`src/rtl/fwe_div.sv`:
```
// ----------------------------------------------------------------------------
// Pipelined restoring divider
// Produces QB fraction bits of num/dvs (num below dvs) for several lanes that
// share one divisor, BPS quotient bits per register stage.
// ----------------------------------------------------------------------------
module fwe_div #(
	parameter int LANES = 1,
	parameter int DW    = 8,
	parameter int QB    = 16,
	parameter int BPS   = 2,
	parameter int TW    = 1
) (
	input  logic                       clk,
	input  logic                       arst_n,
	input  logic                       en,
	input  logic                       in_vld,
	input  logic [LANES-1:0][DW-1:0]   num,
	input  logic [DW-1:0]              dvs,
	input  logic [TW-1:0]              tag_in,
	output logic                       out_vld,
	output logic [LANES-1:0][QB-1:0]   quo,
	output logic [TW-1:0]              tag_out
);

	localparam int STG = (QB + BPS - 1) / BPS;

	logic [STG-1:0]                vld_s;
	logic [LANES-1:0][DW-1:0]      rem_s  [STG];
	logic [LANES-1:0][QB-1:0]      quo_s  [STG];
	logic [DW-1:0]                 dvs_s  [STG];
	logic [TW-1:0]                 tag_s  [STG];
	logic [LANES-1:0][DW-1:0]      rem_nx [STG];
	logic [LANES-1:0][QB-1:0]      quo_nx [STG];

	function automatic logic [DW+QB-1:0] div_step(input logic [DW-1:0] rem,
			input logic [QB-1:0] q_in, input logic [DW-1:0] d, input int base);
		logic [DW:0]   sh;
		logic [DW-1:0] r;
		logic [QB-1:0] q;
		r = rem;
		q = q_in;
		for (int b = 0; b < BPS; b++) begin
			if (base + b < QB) begin
				sh = {r, 1'b0};
				if (sh >= {1'b0, d}) begin
					sh = sh - {1'b0, d};
					q  = {q[QB-2:0], 1'b1};
				end else begin
					q  = {q[QB-2:0], 1'b0};
				end
				r = sh[DW-1:0];
			end
		end
		return {r, q};
	endfunction

	always_comb begin
		for (int j = 0; j < STG; j++) begin
			for (int l = 0; l < LANES; l++) begin
				if (j == 0) begin
					{rem_nx[j][l], quo_nx[j][l]} = div_step(num[l], '0, dvs, 0);
				end else begin
					{rem_nx[j][l], quo_nx[j][l]} = div_step(rem_s[(j == 0) ? 0 : j-1][l],
						quo_s[(j == 0) ? 0 : j-1][l], dvs_s[(j == 0) ? 0 : j-1], j*BPS);
				end
			end
		end
	end

	always_ff @(posedge clk or negedge arst_n) begin
		if (!arst_n) begin
			vld_s <= '0;
		end else if (en) begin
			for (int j = 0; j < STG; j++) begin
				vld_s[j] <= (j == 0) ? in_vld : vld_s[(j == 0) ? 0 : j-1];
			end
		end
	end

	always_ff @(posedge clk) begin
		if (en) begin
			for (int j = 0; j < STG; j++) begin
				rem_s[j] <= rem_nx[j];
				quo_s[j] <= quo_nx[j];
				dvs_s[j] <= (j == 0) ? dvs : dvs_s[(j == 0) ? 0 : j-1];
				tag_s[j] <= (j == 0) ? tag_in : tag_s[(j == 0) ? 0 : j-1];
			end
		end
	end

	assign out_vld = vld_s[STG-1];
	assign quo     = quo_s[STG-1];
	assign tag_out = tag_s[STG-1];

endmodule

```
`config.mk`:
```
export PLATFORM = sky130hd
export DESIGN_NAME = fwe_div
export DESIGN_NICKNAME = d
export VERILOG_FILES = /design/src/rtl/fwe_div.sv
export SDC_FILE = /design/constraint.sdc
export NUM_CORES = 1
export LEC_CHECK = 0
export ABC_AREA = 1
export BUFFER_PORTS_ARGS = -buffer_cell sky130_fd_sc_hd__buf_2
export CORE_ASPECT_RATIO = 1.25
export CORE_MARGIN = 2
export CORE_UTILIZATION = 25
export CTS_CLUSTER_DIAMETER = 120
export DETAILED_ROUTE_END_ITERATION = 7
export PLACE_DENSITY = 0.5
export SLEW_MARGIN = 30
export SYNTH_ARGS = -nofsm -noshare
export SYNTH_HDL_FRONTEND = slang
export SYNTH_SLANG_ARGS = --single-unit
```
`constraint.sdc`:
```
create_clock -name clk -period 3.2 [get_ports clk]
set_input_delay 0.48 -clock clk [delete_from_list [all_inputs] [get_ports clk]]
set_output_delay 0.48 -clock clk [all_outputs]
set_load 0.005 [all_outputs]
```
==> impl_metrics.json, run 1 <==
{
  "hpwl_um": 24240,
  "drtPass1Iterations": 5,
  "synth_most_common_cell": "nand2_1",
  "required_ns": 3.42,
  "fin_hold_ws_ns": 0.1921,
  "status": "complete, no violations",
  "cts-buffers-inserted": 17,
  "coreArea_um2": 53850,
  "seq_area_frac_synth_pct": 43.73,
  "synthCells": 1565,
  "maxSlewViolCount": 0,
  "internal_power_uw": 11040,
  "cts_tree": "built",
  "floorplan.die_area_um2": 56470,
  "synth_edf_count": 192,
  "path_class": "register to register",
  "maxSlewHeadroom_pct": 64.79,
  "async_flop_share_pct": 4.000,
  "antenna_found_initial": 0,
  "synth_area_leaders": "edfxtp_1 42%, nand2_1 14%, ha_1 11%",
  "synthFlopType": "edfxtp_1",
  "synth_top_area_share_pct": 42.26,
  "synth_seq_cells": 200,
  "critPathMaxStageDelay_ns": 0.42,
  "drt_iter0_markers": 513,
  "grt_pass1_wl_um": 50320,
  "h-tree-depth": 4,
  "ir_worst_vdd_mv": 0.4452,
  "cp_max_fo": 7,
  "vias_per_cell": 4.295,
  "worstPathArrival_ns": 3.28,
  "gp_congestion": 0.8466,
  "hp-class": "input port to register",
  "antenna_left": 0,
  "yosys-top-cells-count": "493 x nand2_1, 206 x inv_1, 192 x edfxtp_1, 144 x nand3_1, 120 x ha_1",
  "grtUsageTotal_pct": 11.07,
  "power.switching_uw": 8794,
  "syn_nets": 1714,
  "period_minus_slack_ns": 3.058,
  "clk_pin_slew_ns": 0.07,
  "finClkSkew_ns": 0.01072,
  "antenna_cells": 0,
  "insertion_delay_ns": 0.46,
  "cp_common_cell": "nand2_1",
  "cts_root_buffer": "clkbuf_16",
  "ios": 39,
  "io_buffer_count": 38,
  "drv_cap": 0,
  "wirelength_um": 32320,
  "via_count": 10870,
  "finalSetupViolations": 0,
  "clock-sinks": 200,
  "fp.dieW_um": 212.9,
  "comb_power_share_pct": 67.1,
  "fin_crit_sh_pct": 95.58,
  "p_per_area_nw_per_um2": 1131,
  "fillers": 5518,
  "switching_share_pct": 44.34,
  "yosysTopAreaCell": "edfxtp_1",
  "drive_gt1_share_pct": 26.96,
  "syn_area_um2": 13640,
  "crit_slowest_cell": "edfxtp_1",
  "p_seq_share_pct": 22.2,
  "dieHeight_um": 265.2,
  "grt_pass1_vias": 10520,
  "rows": 95,
  "fmax_ghz": 0.3270,
  "area_growth_pct": 28.59,
  "start_util_pct": 25.34,
  "tightestPinTransition_ns": 0.5282,
  "clkPwrFrac_pct": 10.7,
  "critPathLaunchType": "register",
  "ys_warn_count": 0,
  "grt_max_degree": 79,
  "final_core_util_pct": 32.58,
  "clockBufferDepth": 2,
  "worstPathCellList": "inv_1, ha_4, ha_1, nand2_1, nor2_1, nand2_1, nand3_2, a21oi_2, buf_6, buf_4, o21ai_2, ha_1, nand2_1, inv_1, a41oi_2, nand2_2, inv_2, nand3_2, buf_4",
  "p_leak_uw": 0.008003,
  "wl_per_cell_um": 12.78,
  "cp-end-kind": "register",
  "syn_avg_cell_area_um2": 8.718,
  "fin_nets": 1940,
  "globalRouteOverflowTotal": 0,
  "drc": 0,
  "ys_types": 43,
  "hold_viol_final": 0
}
-- worst max-delay path, delay by kind of cell, from the launching register on --
family / cells / cell delay, ns
buf+inv: 6 / 0.74
simple gates: 7 / 0.56
fa+ha+maj: 3 / 0.73
flops: 1 / 0.42
compound gates: 3 / 0.39
-- cell usage in the layout (no fill, tap or decap), types with 39 or more instances in the layout --
cell,n
a21oi_1,58
ha_1,71
buf_4,156
inv_1,175
nand2_2,43
xor2_1,39
nor2_1,69
ha_4,41
edfxtp_1,192
nand2_1,470
nand3_1,139
inv_2,41
-- registers in the layout, summed over array words and instances, names as in the netlist --
signal / flops
quo_s: 72
dvs_s: 56
rem_s: 56
tag_s: 8
vld_s: 8
-- power groups by stage --
stage | clock network (µW) | logic [µW] | registers [µW]
after floorplan | 0 | 8140 | 4230
after global placement | 0 | 11300 | 4380
after detailed placement | 0 | 11400 | 4380
after global routing | 2280 | 14900 | 4480
final | 2110 | 13300 | 4410
after CTS | 2200 | 11600 | 4330
-- repair_timing --
action / CTS / global route
hold buffers: 1 / 0
pin swaps: 1 / 41
endpoints found under the hold margin: 8 / 0
resized for setup: 8 / 168
gates cloned: 0 / 8
setup buffers: 3 / 48
setup endpoints to repair: 18 / 55
-- worst paths after layout --
| path | startpoint | to | slack (ns) | cells after the start |
|---|---|---|---|---|
| min in group asynchronous | arst_n | vld_s[2] | 0.39 | 2 |
| max in group asynchronous | arst_n | vld_s[4] | 2.64 | 2 |
| worst max-delay path | dvs_s[1][1] | quo_s[0][32] | 0.14 | 19 |
| worst min register to register | quo_s[0][36] | quo_s[0][54] | 0.42 | 0 |
| worst min-delay path | tag_in | tag_s[0][0] | 0.19 | 1 |
| worst max register to register | dvs_s[1][1] | quo_s[0][32] | 0.14 | 19 |
-- layer usage --
metal  global-route usage [%]  up-vias  wire, µm
met5                        0        -         0
met4                    4.442        0       878
met3                    1.547       47       702
met2                    20.66      138     17200
met1                    12.50     5039     13540
li1                         -     5643         -
-- through the flow --
step	power [µW]	setup TNS, ns	cell area [µm²]	instances	setup WS [ns]
after global placement	15670	-0.6466	15650	2439	-0.08245
after global routing	21680	-0.2412	17540	2530	-0.03149
after detailed placement	15820	-1.231	15650	2439	-0.1242
after CTS	18090	0	16270	2474	0.002425
after floorplan	12370	0	13640	1565	0.1874
final	19830	0	17540	2530	0.1416
-- cell type report --
| cell class | count | area (µm²) | area share [%] |
|---|---|---|---|
| multi-input cells | 1144 | 7684 | 43.80 |
| flip-flops and latches | 200 | 5966 | 34.01 |
| repair buffers | 208 | 1588 | 9.051 |
| well taps | 727 | 909.6 | 5.185 |
| inverters | 220 | 835.8 | 4.764 |
| clock buffers | 19 | 432.9 | 2.468 |
| clock inverters | 12 | 127.6 | 0.7275 |
-- cells by family (layout without fill, tap and decap cells) --
kind of cell	after synthesis	after routing	synth area share, %
compound gates	116	116	5.117
simple gates	819	826	27.63
buf+inv	228	459	6.557
flops	200	200	43.73
fa+ha+maj	128	128	12.18
xor+xnor	72	72	4.622
mux	2	2	0.1651
(Power assumes the default switching activity.)
==> run 2: changes to the inputs <==
Settings changed: CORE_ASPECT_RATIO 1.25 to 0.6.
Clock period 3.2 ns to 3.8 ns, I/O delays scaled along.
==> run 2 against run 1 <==
Clock-buffer cell count is 2 lower. Cell area is 12% lower. Non-clock buffer count is 158 lower. Sequential share of layout area is 4.8 points higher. Highest routed layer unchanged. Flip-flop and latch count stayed put. Setup slack better by 0.21 ns. Die area hardly changed. Global-route usage is 0.34 points higher. Clock power is 16% lower. Clock skew is 0.0018 ns higher.
==> impl_metrics.json, run 2 (same netlist as run 1, synthesis figures left out) <==
{
  "layout_common_cells": "492 x nand2_1, 205 x inv_1, 192 x edfxtp_1",
  "grt_max_degree": 122,
  "drc": 0,
  "io_buffer_count": 38,
  "dieHeight_um": 185.0,
  "worstRegToRegCells": 21,
  "place_ws_ns": 0.2073,
  "wl_per_cell_um": 13.32,
  "cp_num_cells": 21,
  "final_core_util_pct": 28.47,
  "area_growth_pct": 12.68,
  "max_flop_register": "quo_s",
  "maxSlewHeadroom_pct": 69.21,
  "gp_congestion": 0.8782,
  "hp-class": "input port to register",
  "floorplan.die_area_um2": 56520,
  "clockBufferDepth": 2,
  "grtUsageTotal_pct": 11.41,
  "fp.dieW_um": 305.6,
  "antenna_cells": 0,
  "coreArea_um2": 54010,
  "largest_reg_flops": 72,
  "setup_ws_ns": 0.3498,
  "status": "complete, no violations",
  "tightestPinTransition_ns": 0.4619,
  "required_ns": 4.01,
  "p_per_area_nw_per_um2": 916.6,
  "hpwl_um": 24490,
  "maxSlewViolCount": 0,
  "start_util_pct": 25.26,
  "placedCellCount": 2317,
  "grt_pass1_vias": 9444,
  "fmax_ghz": 0.2898,
  "hold_viol_final": 0,
  "layout_commonest_cell": "nand2_1",
  "cp_max_fo": 9,
  "cp-end-kind": "register",
  "insertion_delay_ns": 0.46,
  "antenna_left": 0,
  "period_minus_slack_ns": 3.450,
  "fin_crit_sh_pct": 90.79,
  "h-tree-depth": 4,
  "clk_pin_slew_ns": 0.08,
  "wirelength_um": 31350,
  "globalRouteOverflowTotal": 0,
  "cts_root_buffer": "clkbuf_16",
  "fillers": 5733,
  "p_leak_uw": 0.007155,
  "grt_pass1_wl_um": 51320,
  "cp_top_family": "simple AND/OR/NAND/NOR gates",
  "rows": 66,
  "ios": 39,
  "finalSetupViolations": 0,
  "cp_common_cell": "nand2_1",
  "drt_iter0_markers": 895,
  "clock-sinks": 200,
  "cp_num_buf_inv": 3,
  "via_count": 10160,
  "finClkSkew_ns": 0.01252,
  "worstPathCellList": "inv_1, ha_1, ha_1, nand2_1, nor2_1, nand2_1, nand3_1, inv_2, nand2_4, inv_2, nand2_1, nand2_1, ha_1, a21oi_1, nand2_1, nand4_1, nand2_1, nand2_2, nand4_4, nand2_1, nand2_1",
  "crit_slowest_cell": "edfxtp_1",
  "fin_nets": 1775,
  "total_power_uw": 14090,
  "antenna_found_initial": 0,
  "stdcell_count": 2353,
  "rsz0062_at_grt": "false",
  "worstPathArrival_ns": 3.66,
  "cts-buffers-inserted": 17,
  "ir_worst_vdd_mv": 0.2983,
  "worstHoldPathCells": 1,
  "reg.largest.list": "quo_s: 72 flops, dvs_s: 56 flops, rem_s: 56 flops",
  "drtPass1Iterations": 5,
  "critPathMaxStageDelay_ns": 0.43,
  "fin_setup_tns_ns": 0,
  "path_class": "register to register",
  "drv_cap": 0,
  "critPathLaunchType": "register",
  "cts_tree": "built",
  "drive_gt1_share_pct": 11.84,
  "vias_per_cell": 4.318
}
==> run 2: changes by cell type in the layout (fill, tap and decap cells not counted), sizes merged, moves of 2 or more <==
cell / before / now
buf: 206 / 49
bufinv: 2 / 0
clkbuf: 20 / 17
clkinvlp: 2 / 4
inv: 222 / 226
nand3: 167 / 163
nand4: 22 / 20
==> run 2: what timing repair did <==
item | 4_1_cts | 5_1_grt
buffers inserted | 0 | 2
endpoints found under the hold margin | 8 | 0
hold buffers | 1 | 0
gates resized for setup | 0 | 2
setup endpoints to repair | 0 | 15
==> run 2: cell type report <==
cell class / count / area (µm²) / area share (%)
clock inverters: 15 / 140.1 / 0.9115
repair buffers: 50 / 337.8 / 2.197
clock buffers: 17 / 425.4 / 2.767
inverters: 220 / 825.8 / 5.372
well taps: 714 / 893.4 / 5.811
multi-input cells: 1137 / 6785 / 44.14
flip-flops and latches: 200 / 5966 / 38.81
==> run 2: power breakdown <==
part | switching (µW) | internal, µW
clock network | 906 | 863
registers | 307 | 3340
logic | 5460 | 3210
total | 6670 | 7420
==> run 2: path summary, 6_finish.rpt <==
kind                       slack, ns         start           end
min in group asynchronous       0.49        arst_n      vld_s[4]
min reg2reg                     0.42  quo_s[1][23]  quo_s[1][41]
max in group asynchronous       3.13        arst_n      vld_s[5]
max reg2reg                     0.35   dvs_s[4][1]   rem_s[5][6]
max                             0.35   dvs_s[4][1]   rem_s[5][6]
min                             0.30        tag_in   tag_s[0][0]
==> run 2: routing by layer <==
layer | track usage (%) | vias to the layer above | routed length (µm)
li1 | - | 5294 | -
met1 | 18.59 | 4627 | 17770
met2 | 14.76 | 223 | 11410
met3 | 2.357 | 16 | 1861
met4 | 2.483 | 0 | 298
met5 | 0 | - | 0
==> run 2: stage by stage <==
stage / area [µm²] / hold slack, ns
floorplan: 13640 / 0.2744
global placement: 14750 / 0.4008
global route: 15370 / 0.2718
detailed placement: 14750 / 0.4045
CTS: 15330 / 0.2661
finish: 15370 / 0.3010
==> run 3: changes to the inputs <==
Settings changed: CORE_UTILIZATION 25 to 65, PLACE_DENSITY 0.5 to 0.94.
==> run 3 against run 2 <==
Critical path depth down 2. Setup slack got worse by 0.14 ns. Cell count shrank 19%. Clock skew rose by 0.0098 ns. Critical path type unchanged. Largest power group unchanged. Highest routed layer unchanged.
==> impl_metrics.json, run 3 (same netlist as run 1, synthesis figures left out) <==
{
  "status": "complete, no violations",
  "antenna_found_initial": 0,
  "layout_commonest_cell": "nand2_1",
  "period_minus_slack_ns": 3.590,
  "start_util_pct": 67.31,
  "routed.top_layer": "met4",
  "drt_iter0_markers": 1509,
  "required_ns": 3.99,
  "fp.dieW_um": 191.0,
  "drtPass1Iterations": 7,
  "hp-class": "input port to register",
  "gp_congestion": 0.9837,
  "worstPathArrival_ns": 3.78,
  "wirelength_um": 31970,
  "layout_common_cells": "493 x nand2_1, 206 x inv_1, 192 x edfxtp_1",
  "cp-end-kind": "register",
  "antenna_left": 0,
  "holdPathEnd": "tag_s[0][0]",
  "stdcell_count": 1912,
  "cp_max_fo": 10,
  "hold_viol_final": 0,
  "fin_hold_ws_ns": 0.2910,
  "power.switching_uw": 7080,
  "critPathMaxStageDelay_ns": 0.40,
  "finalSetupViolations": 0,
  "cts_tree": "built",
  "wl_met1_um": 14800,
  "maxSlewViolCount": 0,
  "area_growth_pct": 8.915,
  "dieHeight_um": 116.2,
  "grt_pass1_vias": 10320,
  "tightestPinTransition_ns": 0.6964,
  "p_seq_share_pct": 25.2,
  "fin_setup_tns_ns": 0,
  "reg2reg_to": "rem_s[2][2]",
  "grtUsageTotal_pct": 29.90,
  "maxSlewHeadroom_pct": 53.57,
  "fin_nets": 1775,
  "antenna_cells": 0,
  "grt_max_degree": 90,
  "ir_worst_vdd_mv": 0.8095,
  "io_buffer_count": 38,
  "critPathLaunchType": "register",
  "globalRouteOverflowTotal": 0,
  "placedCellCount": 1874,
  "worstPathCellList": "inv_1, ha_1, ha_1, nand2_1, nor2_1, nand2_1, nand3_2, a21oi_4, nand2_1, nand2_1, ha_1, a21oi_1, nand2_1, nand4_1, nand3_1, nand2_2, nand3_4, nand2_1, nand2_1",
  "comb_power_share_pct": 62.0,
  "clockBufferDepth": 2,
  "rows": 40,
  "clk_pin_slew_ns": 0.08,
  "grt_pass1_wl_um": 52110,
  "dr_wl_met2_um": 13520,
  "worstHoldStart": "tag_in",
  "insertion_delay_ns": 0.46,
  "fillers": 1399,
  "path_class": "register to register",
  "finClkSkew_ns": 0.02230,
  "r2r-start": "dvs_s[1][1]",
  "ios": 39,
  "p_leak_uw": 0.007180,
  "reg2reg_slack_ns": 0.21,
  "drc": 0,
  "hpwl_um": 24000,
  "max_flop_register": "quo_s",
  "internal_power_uw": 7489,
  "h-tree-depth": 4,
  "largest_reg_flops": 72,
  "worstRegToRegCells": 19,
  "p_per_area_nw_per_um2": 980.5,
  "cp_num_buf_inv": 1,
  "drive_gt1_share_pct": 11.78,
  "drv_cap": 0,
  "cp_common_cell": "nand2_1",
  "cts_root_buffer": "clkbuf_16",
  "cts-buffers-inserted": 17,
  "regArea_um2": 5966,
  "crit_slowest_cell": "edfxtp_1",
  "clock-sinks": 200,
  "cp_top_family": "simple AND/OR/NAND/NOR gates",
  "wl_met3_um": 3173,
  "worstHoldPathCells": 1,
  "vias_per_cell": 5.777,
  "reg.largest.list": "quo_s: 72 flops, dvs_s: 56 flops, rem_s: 56 flops",
  "clkPwrFrac_pct": 12.8,
  "coreArea_um2": 20270,
  "total_power_uw": 14570,
  "floorplan.die_area_um2": 22200,
  "via_count": 11050,
  "switching_share_pct": 48.60,
  "fmax_ghz": 0.2785,
  "fin_crit_sh_pct": 94.48,
  "multi_input_area_um2": 6800,
  "wl_per_cell_um": 16.72
}
==> run 3: layout make-up <==
class / count / share of cell area (%)
inverter: 220 / 5.557
tap: 273 / 2.299
sequential: 200 / 40.15
timing repair buffer: 50 / 2.046
clock inverter: 15 / 1.322
clock buffer: 17 / 2.863
multi-input combinational: 1137 / 45.76
==> run 3: metrics by stage <==
stage	setup slack, ns	instance area (µm²)	utilization [%]
after global routing	-0.01404	14860	73.31
after floorplan	0.6974	13640	-
after detailed placement	0.2148	14170	69.92
after CTS	0.1921	14800	73.04
after global placement	0.3575	14170	69.92
final	0.2099	14860	73.31
==> run 3: what timing repair did <==
item / in CTS / in global routing
hold endpoints to repair: 8 / 0
endpoints found under the setup margin: 0 / 26
resized for setup: 0 / 3
hold buffers: 1 / 0
buffers inserted: 0 / 5
==> run 3: power by group through the flow <==
stage	Clock, µW	Sequential [µW]	Combinational [µW]
final	1870	3670	9030
after detailed placement	0	3690	8590
after CTS	1870	3650	8750
after floorplan	0	3560	6850
after global placement	0	3680	8150
after global routing	1960	3710	10000
==> run 3: worst max-delay path by stage <==
| stage | slack, ns | cells after the start | start | to |
|---|---|---|---|---|
| global route | -0.01 | 18 | dvs_s[1][4] | rem_s[2][2] |
| global placement | 0.36 | 20 | dvs_s[2][1] | rem_s[3][3] |
| floorplan | 0.70 | 19 | dvs[1] | rem_s[0][3] |
| CTS | 0.19 | 19 | dvs_s[5][1] | rem_s[6][1] |
| detailed placement | 0.21 | 19 | dvs_s[1][1] | rem_s[2][1] |
| finish | 0.21 | 19 | dvs_s[1][1] | rem_s[2][2] |
==> run 3: per-layer routing <==
metal	track usage, %	vias to the layer above
met5	0	-
met4	7.494	0
met3	6.550	60
met2	44.61	606
met1	44.59	5070
li1	-	5310
